==> src/rtl/external_interrupt_controller_defines.svh <==
// Assertion helpers for the external interrupt controller.
`ifndef EXTERNAL_INTERRUPT_CONTROLLER_DEFINES_SVH
`define EXTERNAL_INTERRUPT_CONTROLLER_DEFINES_SVH

// Checked while out of reset.
`define EIC_ASSERT(label, prop, msg) \
	label: assert property (@(posedge clk) disable iff (!arst_n) prop) else $error(msg);

// Checked at every edge, reset included.
`define EIC_ASSERT_ALWAYS(label, prop, msg) \
	label: assert property (@(posedge clk) prop) else $error(msg);

`endif

==> src/rtl/eic_pkg.sv <==
package eic_pkg;

	localparam int GROUPS          = 4;
	localparam int LINES_PER_GROUP = 8;
	localparam int LINES           = GROUPS * LINES_PER_GROUP;
	localparam int MODE_W          = 3;
	localparam int NIBBLE_W        = 4;
	localparam int WORD_W          = 32;
	localparam int PIN_W           = 32;
	localparam int CMD_W           = 2;
	localparam int KIND_W          = 2;
	localparam int GROUP_W         = 2;

	typedef enum logic [CMD_W-1:0] {
		CMD_SAMPLE = 2'd0,
		CMD_READ   = 2'd1,
		CMD_WRITE  = 2'd2
	} cmd_t;

	typedef enum logic [KIND_W-1:0] {
		KIND_CTRL = 2'd0,
		KIND_MASK = 2'd1,
		KIND_PEND = 2'd2
	} kind_t;

	typedef enum logic [MODE_W-1:0] {
		MODE_LOW  = 3'd0,
		MODE_HIGH = 3'd1,
		MODE_FALL = 3'd2,
		MODE_RISE = 3'd3,
		MODE_BOTH = 3'd4
	} mode_t;

	typedef logic [LINES-1:0][MODE_W-1:0] mode_arr_t;

endpackage

==> src/rtl/eic_in_if.sv <==
interface eic_in_if;
	logic                          valid;
	logic                          ready;
	logic [eic_pkg::CMD_W-1:0]     command;
	logic [eic_pkg::PIN_W-1:0]     pin_levels;
	logic [eic_pkg::KIND_W-1:0]    register_kind;
	logic [eic_pkg::GROUP_W-1:0]   group;
	logic [eic_pkg::WORD_W-1:0]    write_data;

	modport source (output valid, command, pin_levels, register_kind, group, write_data,
		input ready);
	modport sink (input valid, command, pin_levels, register_kind, group, write_data,
		output ready);
endinterface

==> src/rtl/eic_out_if.sv <==
interface eic_out_if;
	logic                        valid;
	logic                        ready;
	logic [eic_pkg::WORD_W-1:0]  read_data;
	logic [eic_pkg::PIN_W-1:0]   active_lines;
	logic                        any_interrupt;

	modport source (output valid, read_data, active_lines, any_interrupt, input ready);
	modport sink (input valid, read_data, active_lines, any_interrupt, output ready);
endinterface

==> src/rtl/external_interrupt_controller.sv <==
// External interrupt controller, 32 lines in four groups of eight.
// req channel: one beat is a command - sample all pin levels, or read or
//   write the trigger control, mask or pending word of one group.
//   Pending bits are write-one-to-clear; edges are seen against the
//   previous sample beat.
// rsp channel: one beat per request beat, in order, giving the word read
//   (zero if not a read), the pending and unmasked lines, and an
//   any-interrupt flag, all as they stand after the request took effect.
// Flow: a request beat is registered in the input register at the edge that
//   takes it, worked on combinationally, and its response registered in the
//   response register once that slot is free or emptying. Throughput is one
//   beat per cycle while rsp is not held off; the input register and the
//   response register let a new beat in while a response waits.
// Reset (arst_n low): all lines masked, low-level trigger, nothing pending,
//   previous pin levels zero; both channels empty.
// Stall: while rsp is held off, the response stays put and the state does
//   not move; one more request beat is taken into the input register, then
//   req.ready drops until the response is taken.
`include "external_interrupt_controller_defines.svh"

module external_interrupt_controller (
	input  logic      clk,
	input  logic      arst_n,
	eic_in_if.sink    req,
	eic_out_if.source rsp
);

	// input register
	logic                          valid_s1;
	logic [eic_pkg::CMD_W-1:0]     cmd_s1;
	logic [eic_pkg::PIN_W-1:0]     pins_s1;
	logic [eic_pkg::KIND_W-1:0]    kind_s1;
	logic [eic_pkg::GROUP_W-1:0]   group_s1;
	logic [eic_pkg::WORD_W-1:0]    wdata_s1;

	// controller state
	eic_pkg::mode_arr_t            mode_q;
	logic [eic_pkg::LINES-1:0]     mask_q;
	logic [eic_pkg::LINES-1:0]     pend_q;
	logic [eic_pkg::LINES-1:0]     prev_q;

	// response register
	logic                          rsp_valid_q;
	logic [eic_pkg::WORD_W-1:0]    rdata_q;
	logic [eic_pkg::PIN_W-1:0]     active_q;
	logic                          any_q;

	// next values
	eic_pkg::mode_arr_t            mode_d;
	logic [eic_pkg::LINES-1:0]     mask_d;
	logic [eic_pkg::LINES-1:0]     pend_d;
	logic [eic_pkg::LINES-1:0]     prev_d;
	logic [eic_pkg::WORD_W-1:0]    rdata_d;
	logic [eic_pkg::LINES-1:0]     live_d;
	logic [eic_pkg::PIN_W-1:0]     active_d;

	logic adv;

	// the staged beat moves on when the response slot is free or emptying
	assign adv       = !rsp_valid_q || rsp.ready;
	assign req.ready = !valid_s1 || adv;

	always_ff @(posedge clk) begin
		if (req.valid && req.ready) begin
			cmd_s1   <= req.command;
			pins_s1  <= req.pin_levels;
			kind_s1  <= req.register_kind;
			group_s1 <= req.group;
			wdata_s1 <= req.write_data;
		end
	end

	always_comb begin
		logic now_lvl;
		logic was_lvl;
		logic hit;
		int   n;

		now_lvl = 1'b0;
		was_lvl = 1'b0;
		hit     = 1'b0;
		n       = 0;
		mode_d  = mode_q;
		mask_d  = mask_q;
		pend_d  = pend_q;
		prev_d  = prev_q;
		rdata_d = '0;

		case (eic_pkg::cmd_t'(cmd_s1))
			eic_pkg::CMD_SAMPLE: begin
				for (int ln = 0; ln < eic_pkg::LINES; ln++) begin
					now_lvl = 1'b0;
					if (ln < eic_pkg::PIN_W) begin
						now_lvl = pins_s1[ln];
					end
					was_lvl = prev_q[ln];
					case (eic_pkg::mode_t'(mode_q[ln]))
						eic_pkg::MODE_LOW:  hit = !now_lvl;
						eic_pkg::MODE_HIGH: hit = now_lvl;
						eic_pkg::MODE_FALL: hit = was_lvl && !now_lvl;
						eic_pkg::MODE_RISE: hit = !was_lvl && now_lvl;
						eic_pkg::MODE_BOTH: hit = was_lvl != now_lvl;
						default:            hit = 1'b0;
					endcase
					if (hit) begin
						pend_d[ln] = 1'b1;
					end
					prev_d[ln] = now_lvl;
				end
			end
			eic_pkg::CMD_READ: begin
				for (int g = 0; g < eic_pkg::GROUPS; g++) begin
					for (int i = 0; i < eic_pkg::LINES_PER_GROUP; i++) begin
						n = g * eic_pkg::LINES_PER_GROUP + i;
						if (int'(group_s1) == g) begin
							case (eic_pkg::kind_t'(kind_s1))
								eic_pkg::KIND_CTRL:
									rdata_d[i*eic_pkg::NIBBLE_W +: eic_pkg::MODE_W] =
										mode_q[n];
								eic_pkg::KIND_MASK: rdata_d[i] = mask_q[n];
								eic_pkg::KIND_PEND: rdata_d[i] = pend_q[n];
								default: ;
							endcase
						end
					end
				end
			end
			eic_pkg::CMD_WRITE: begin
				for (int g = 0; g < eic_pkg::GROUPS; g++) begin
					for (int i = 0; i < eic_pkg::LINES_PER_GROUP; i++) begin
						n = g * eic_pkg::LINES_PER_GROUP + i;
						if (int'(group_s1) == g) begin
							case (eic_pkg::kind_t'(kind_s1))
								eic_pkg::KIND_CTRL:
									mode_d[n] =
										wdata_s1[i*eic_pkg::NIBBLE_W +: eic_pkg::MODE_W];
								eic_pkg::KIND_MASK: mask_d[n] = wdata_s1[i];
								eic_pkg::KIND_PEND: begin
									if (wdata_s1[i]) begin
										pend_d[n] = 1'b0;
									end
								end
								default: ;
							endcase
						end
					end
				end
			end
			default: ;
		endcase

		live_d   = pend_d & ~mask_d;
		active_d = '0;
		for (int b = 0; b < eic_pkg::PIN_W; b++) begin
			if (b < eic_pkg::LINES) begin
				active_d[b] = live_d[b];
			end
		end
	end

	always_ff @(posedge clk or negedge arst_n) begin
		if (!arst_n) begin
			valid_s1    <= 1'b0;
			rsp_valid_q <= 1'b0;
			mode_q      <= '0;
			mask_q      <= '1;
			pend_q      <= '0;
			prev_q      <= '0;
		end else begin
			if (req.ready) begin
				valid_s1 <= req.valid;
			end
			if (adv) begin
				rsp_valid_q <= valid_s1;
			end
			if (adv && valid_s1) begin
				mode_q <= mode_d;
				mask_q <= mask_d;
				pend_q <= pend_d;
				prev_q <= prev_d;
			end
		end
	end

	always_ff @(posedge clk) begin
		if (adv && valid_s1) begin
			rdata_q  <= rdata_d;
			active_q <= active_d;
			any_q    <= |live_d;
		end
	end

	assign rsp.valid         = rsp_valid_q;
	assign rsp.read_data     = rdata_q;
	assign rsp.active_lines  = active_q;
	assign rsp.any_interrupt = any_q;

	// reset state: everything masked, nothing pending, from the edge after reset is seen
	`EIC_ASSERT_ALWAYS(a_reset_state, (!arst_n) |=> (mask_q == '1 && pend_q == '0), "reset state wrong")
	// a pending bit only rises on a sample beat
	`EIC_ASSERT(a_pend_rise_on_sample, (!(adv && valid_s1 && cmd_s1 == eic_pkg::CMD_SAMPLE)) |=> ((pend_q & ~$past(pend_q)) == '0), "pending rose without sample")
	// while the response is held off, the state does not move
	`EIC_ASSERT(a_state_frozen_on_stall, (valid_s1 && !adv) |=> ($stable(pend_q) && $stable(mask_q) && $stable(mode_q)), "state moved during stall")
	// either every shown active line is still active for the staged beat, or none is masked in the current state
	`EIC_ASSERT(a_active_unmasked, rsp_valid_q |-> ((rsp.active_lines & ~active_d) == '0 || (rsp.active_lines & mask_q[eic_pkg::PIN_W-1:0]) == '0), "masked line reported active")

endmodule

==> src/flat_wrapper.sv <==
// flat-port wrapper written by rule: the top's interface ports become plain ports
module external_interrupt_controller_flat 
  (clk, arst_n, req_valid, req_command, req_pin_levels, req_register_kind, req_group, req_write_data, req_ready, rsp_valid, rsp_read_data, rsp_active_lines, rsp_any_interrupt, rsp_ready);
  eic_in_if req_i ();
  eic_out_if rsp_i ();
  input  logic clk;
  input  logic arst_n;
  input wire logic [$bits(req_i.valid)-1:0] req_valid;
  input wire logic [$bits(req_i.command)-1:0] req_command;
  input wire logic [$bits(req_i.pin_levels)-1:0] req_pin_levels;
  input wire logic [$bits(req_i.register_kind)-1:0] req_register_kind;
  input wire logic [$bits(req_i.group)-1:0] req_group;
  input wire logic [$bits(req_i.write_data)-1:0] req_write_data;
  output wire logic [$bits(req_i.ready)-1:0] req_ready;
  output wire logic [$bits(rsp_i.valid)-1:0] rsp_valid;
  output wire logic [$bits(rsp_i.read_data)-1:0] rsp_read_data;
  output wire logic [$bits(rsp_i.active_lines)-1:0] rsp_active_lines;
  output wire logic [$bits(rsp_i.any_interrupt)-1:0] rsp_any_interrupt;
  input wire logic [$bits(rsp_i.ready)-1:0] rsp_ready;
  assign req_i.valid = req_valid;
  assign req_i.command = req_command;
  assign req_i.pin_levels = req_pin_levels;
  assign req_i.register_kind = req_register_kind;
  assign req_i.group = req_group;
  assign req_i.write_data = req_write_data;
  assign req_ready = req_i.ready;
  assign rsp_valid = rsp_i.valid;
  assign rsp_read_data = rsp_i.read_data;
  assign rsp_active_lines = rsp_i.active_lines;
  assign rsp_any_interrupt = rsp_i.any_interrupt;
  assign rsp_i.ready = rsp_ready;
  external_interrupt_controller u_core (.clk(clk), .arst_n(arst_n), .req(req_i), .rsp(rsp_i));
endmodule
==> config.mk <==
export PLATFORM = sky130hd
export DESIGN_NAME = external_interrupt_controller_flat
export DESIGN_NICKNAME = d
export VERILOG_FILES = /design/src/rtl/eic_pkg.sv /design/src/rtl/eic_in_if.sv /design/src/rtl/eic_out_if.sv /design/src/rtl/external_interrupt_controller.sv /design/src/flat_wrapper.sv
export VERILOG_INCLUDE_DIRS = /design/src /design/src/rtl
export SDC_FILE = /design/constraint.sdc
export NUM_CORES = 1
export LEC_CHECK = 0
export ABC_AREA = 1
export BUFFER_PORTS_ARGS = -buffer_cell sky130_fd_sc_hd__buf_2
export CAP_MARGIN = 15
export CORE_ASPECT_RATIO = 2
export CORE_MARGIN = 5
export CORE_UTILIZATION = 55
export DETAILED_ROUTE_END_ITERATION = 7
export GPL_ROUTABILITY_DRIVEN = 0
export GPL_TIMING_DRIVEN = 0
export PLACE_DENSITY_LB_ADDON = 0.08
export SYNTH_ARGS = -nofsm -noshare
export SYNTH_HDL_FRONTEND = slang
export SYNTH_SLANG_ARGS = --single-unit
==> constraint.sdc <==
create_clock -name clk -period 4 [get_ports clk]
set_input_delay 0.2 -clock clk [delete_from_list [all_inputs] [get_ports clk]]
set_output_delay 0.2 -clock clk [all_outputs]
set_load 0.02 [all_outputs]
==> impl_metrics.env <==
export IMPL_critical_path_max_fanout=10
export IMPL_biggest_area_contributors_in_the_synthesized_netlist="sky130_fd_sc_hd__dfrtp_1 (25%), sky130_fd_sc_hd__edfxtp_1 (23%), sky130_fd_sc_hd__nand2_1 (13%), sky130_fd_sc_hd__o21ai_0 (8.6%), sky130_fd_sc_hd__inv_1 (5.9%)"
export IMPL_placed_cells=2435
export IMPL_maximum_number_of_pins_on_one_net_before_global_route_repair=103
export IMPL_grt_pass1_vias=14700
export IMPL_syn_cell_area_um2=16200
export IMPL_switching_power_uw=4010
export IMPL_final_seq_area_um2=8590
export IMPL_worst_path_largest_cell_delay_ns=0.47
export IMPL_fin_total_pwr_uw=11200
export IMPL_period_needed_ns=3.20
export IMPL_yosysUniqueCellTypes=42
export IMPL_yosysMostFrequentCell="sky130_fd_sc_hd__nand2_1"
export IMPL_power_sequential_fraction=0.447
export IMPL_synth_async_sr_flop_share=0.612
export IMPL_unrepaired_setup_endpoints_after_global_routing="false"
export IMPL_cp_cell_sequence="inv_1, ha_1, buf_2, nand3_1, o21ai_0, o21ai_0, nand2_1, nand2_1, nor2_1, nand2_1, nor2_1, nand3_1"
export IMPL_timing_critical_path_to_type="flop"
export IMPL_avgViaCountPerCell=5.79
export IMPL_synthesis_yosys_warnings=0
export IMPL_top_level_ports=141
export IMPL_die_height_um=253
export IMPL_critical_path_class="flop to flop"
export IMPL_route_antenna_remaining_nets=0
export IMPL_numCtsBuffers=29
export IMPL_first_pass_grt_wire_length_um=83500
export IMPL_first_pass_iters=6
export IMPL_wl_per_cell_um=21.8
export IMPL_worst_pin_slew_ns=0.902
export IMPL_netlist_top_cells_count="sky130_fd_sc_hd__nand2_1 (572), sky130_fd_sc_hd__o21ai_0 (278), sky130_fd_sc_hd__inv_1 (257)"
export IMPL_cts_root_buf="sky130_fd_sc_hd__clkbuf_16"
export IMPL_postRouteWirelength_um=55700
export IMPL_number_of_enable_type_register_cells_in_the_synthesized_netlist=123
export IMPL_achievable_frequency_mhz=312
export IMPL_clk_latency_ns=0.58
export IMPL_worst_endpoint_required_ns=4.32
export IMPL_ir_drop_uv=413
export IMPL_layoutNonFillerInstCount=2557
export IMPL_reported_leakage_power_uw=0.00868
export IMPL_initial_utilization=0.553
export IMPL_globalRouteOverflowTotal=0
export IMPL_num_nets_final=2313
export IMPL_drt_first_iter_violations=1319
export IMPL_drc=0
export IMPL_drive_gt1_frac=0.120
export IMPL_sw_share=0.359
export IMPL_multi_input_area_um2=6340
export IMPL_p_per_area_nw_per_um2=582
export IMPL_cts_tree="built"
export IMPL_drv_cap=0
export IMPL_startpoint_type="flop"
export IMPL_syn_inst=1935
export IMPL_path_clk_slew_ns=0.07
export IMPL_dpl_hpwl_um=40500
export IMPL_htree_num_levels=1
export IMPL_clock_path_buffers=3
export IMPL_postCtsSetupBuffers=0
export IMPL_timing_max_transition_violations_final=0
export IMPL_areaGrowthSynthToFinish_pct=18.1
export IMPL_intPower_uw=7170
export IMPL_placement_io_buffers=128
export IMPL_fillerInstances=2540
export IMPL_synthDominantAreaCellType="sky130_fd_sc_hd__dfrtp_1"
export IMPL_layout_worst_path_cycle_share=0.801
export IMPL_dieArea_um2=33300
export IMPL_synth_top_cell_area_share=0.250
export IMPL_worst_endpoint_arrival_ns=3.53
export IMPL_floorplan_rows=89
export IMPL_pwr_share_comb=0.273
export IMPL_x_dimension_of_the_die_um=132
export IMPL_yosys_register_bits=317
export IMPL_report_final_setup_viol=0
export IMPL_max_slew_margin=0.399
export IMPL_setup_worst_path_start="u_core.kind_s1[0]"
export IMPL_synth_area_per_cell_um2=8.40
export IMPL_holdCritPathClass="input pin to asynchronous set/reset pin"
export IMPL_tns_ns=0
export IMPL_worstReg2RegStart="u_core.kind_s1[0]"
export IMPL_cp_common_cell="sky130_fd_sc_hd__nand2_1"
export IMPL_clock_skew_final_ns=0.0224
export IMPL_dr_total_vias=14800
export IMPL_antenna_found_initial=2
export IMPL_number_of_hold_slack_violations_in_the_final_timing_report=0
export IMPL_critical_path_cell_with_the_highest_stage_delay="sky130_fd_sc_hd__edfxtp_1"
export IMPL_cts_num_sinks=317
export IMPL_global_route_usage_total=0.328
export IMPL_synth_seq_area_share=0.529
export IMPL_share_of_power_burned_in_the_clock_network=0.280
export IMPL_outcome="finished, final reports clean"
export IMPL_synth_ff_type="sky130_fd_sc_hd__dfrtp_1"
export IMPL_core_area_um2=29400
## state kept, by name, summed over array words and instances (netlist names)
signal / cells
u_core.rsp.valid: 1
u_core.mode_q: 96
u_core.group_s1: 2
u_core.rsp.read_data: 26
u_core.pend_q: 32
u_core.valid_s1: 1
u_core.pins_s1: 32
u_core.rsp.any_interrupt: 1
u_core.wdata_s1: 26
u_core.prev_q: 32
u_core.rsp.active_lines: 32
u_core.cmd_s1: 2
u_core.mask_q: 32
u_core.kind_s1: 2
## cell type report
| type | count | area share |
|---|---|---|
| sequential | 317 | 0.448 |
| multi-input combinational | 1283 | 0.331 |
| timing repair buffer | 199 | 0.0733 |
| inverter | 265 | 0.0519 |
| clock buffer | 32 | 0.0400 |
| tap | 364 | 0.0237 |
| buffer | 75 | 0.0180 |
| clock inverter | 21 | 0.0147 |
| antenna | 1 | 0.000130 |
## power by group through the flow
stage	sequential (uW)	combinational [uW]	clock [uW]
3_3_place_gp	5000	2800	0
2_1_floorplan	5040	1820	0
4_1_cts	4970	3010	3130
5_1_grt	5080	3440	3270
6_report	5000	3050	3130
3_5_place_dp	5020	2940	0
## critical path: cells and delay by family (launching register included)
| kind | cells | cell delay, ns |
|---|---|---|
| AO/OA/AOI/OAI | 2 | 0.63 |
| AND/OR/NAND/NOR | 7 | 1.14 |
| adder cells (fa/ha/maj) | 1 | 0.27 |
| flip-flops | 1 | 0.47 |
| buffers and inverters | 2 | 0.44 |
## worst paths after layout
path | cells past startpoint | to | slack [ns]
max in group asynchronous | 3 | u_core.mode_q[12] | 2.76
hold reg to reg | 2 | u_core.mask_q[7] | 0.50
min in group clk | 2 | u_core.pins_s1[1] | 0.33
setup reg to reg | 12 | u_core.rsp.any_interrupt | 0.80
hold / removal | 2 | u_core.prev_q[28] | 0.22
setup / recovery | 12 | u_core.rsp.any_interrupt | 0.80
## logic make-up (layout without fill, tap and decap cells)
logic type,count (synthesis),in the layout,synth area share
AO/OA/AOI/OAI,414,414,0.136
buffers and inverters,340,592,0.0822
adder cells (fa/ha/maj),69,69,0.0531
AND/OR/NAND/NOR,794,794,0.199
other,1,7,0.000231
flip-flops,317,317,0.529
## metal layers
| metal | track usage | share of wire | wire (um) |
|---|---|---|---|
| met1 | 0.347 | 0.33 | 18400 |
| met5 | 0 | 0 | 0 |
| met2 | 0.568 | 0.50 | 27700 |
| met3 | 0.0459 | 0.067 | 3750 |
| met4 | 0.285 | 0.10 | 5810 |
## timing repair
| item | 4_1_cts | 5_1_grt |
|---|---|---|
| hold buffers | 68 | 0 |
| resized for setup | 0 | 0 |
| setup endpoints to repair | 0 | 0 |
| endpoints found under the hold margin | 135 | 0 |
## per-stage QoR
step	setup WS (ns)	cell area (um^2)	hold WS, ns	utilization
2_1_floorplan	0.714	16300	-0.0956	-
3_3_place_gp	-0.734	17400	0.376	0.591
3_5_place_dp	0.920	17500	0.280	0.594
4_1_cts	0.873	19200	0.286	0.652
5_1_grt	0.691	19200	0.323	0.653
6_report	0.795	19200	0.216	0.653
## placed cells by master (no fill, tap or decap), types with 5 or more instances in the layout
cell,synthesis,routed
sky130_fd_sc_hd__nand3_1,80,80
sky130_fd_sc_hd__nand3b_1,8,8
sky130_fd_sc_hd__dfstp_2,32,32
sky130_fd_sc_hd__clkbuf_16,0,30
sky130_fd_sc_hd__o21ai_1,13,13
sky130_fd_sc_hd__nor2_1,88,88
sky130_fd_sc_hd__nand2_1,572,572
sky130_fd_sc_hd__clkinvlp_4,0,6
sky130_fd_sc_hd__edfxtp_1,123,123
sky130_fd_sc_hd__o31ai_1,6,6
sky130_fd_sc_hd__a21oi_1,54,54
sky130_fd_sc_hd__nor2_2,5,5
sky130_fd_sc_hd__buf_4,9,9
sky130_fd_sc_hd__o211ai_1,14,14
sky130_fd_sc_hd__nand4_1,11,11
sky130_fd_sc_hd__ha_1,69,69
sky130_fd_sc_hd__nor2_4,5,5
sky130_fd_sc_hd__a211oi_1,5,5
sky130_fd_sc_hd__buf_2,15,142
sky130_fd_sc_hd__inv_1,257,256
sky130_fd_sc_hd__inv_2,7,8
sky130_fd_sc_hd__dlygate4sd3_1,0,68
sky130_fd_sc_hd__bufinv_16,0,6
sky130_fd_sc_hd__o21ai_0,278,278
sky130_fd_sc_hd__clkbuf_1,46,46
sky130_fd_sc_hd__a31oi_1,27,27
sky130_fd_sc_hd__conb_1,1,6
sky130_fd_sc_hd__nor3_1,17,17
sky130_fd_sc_hd__dfrtp_1,162,162
(Power assumes the default switching activity.)
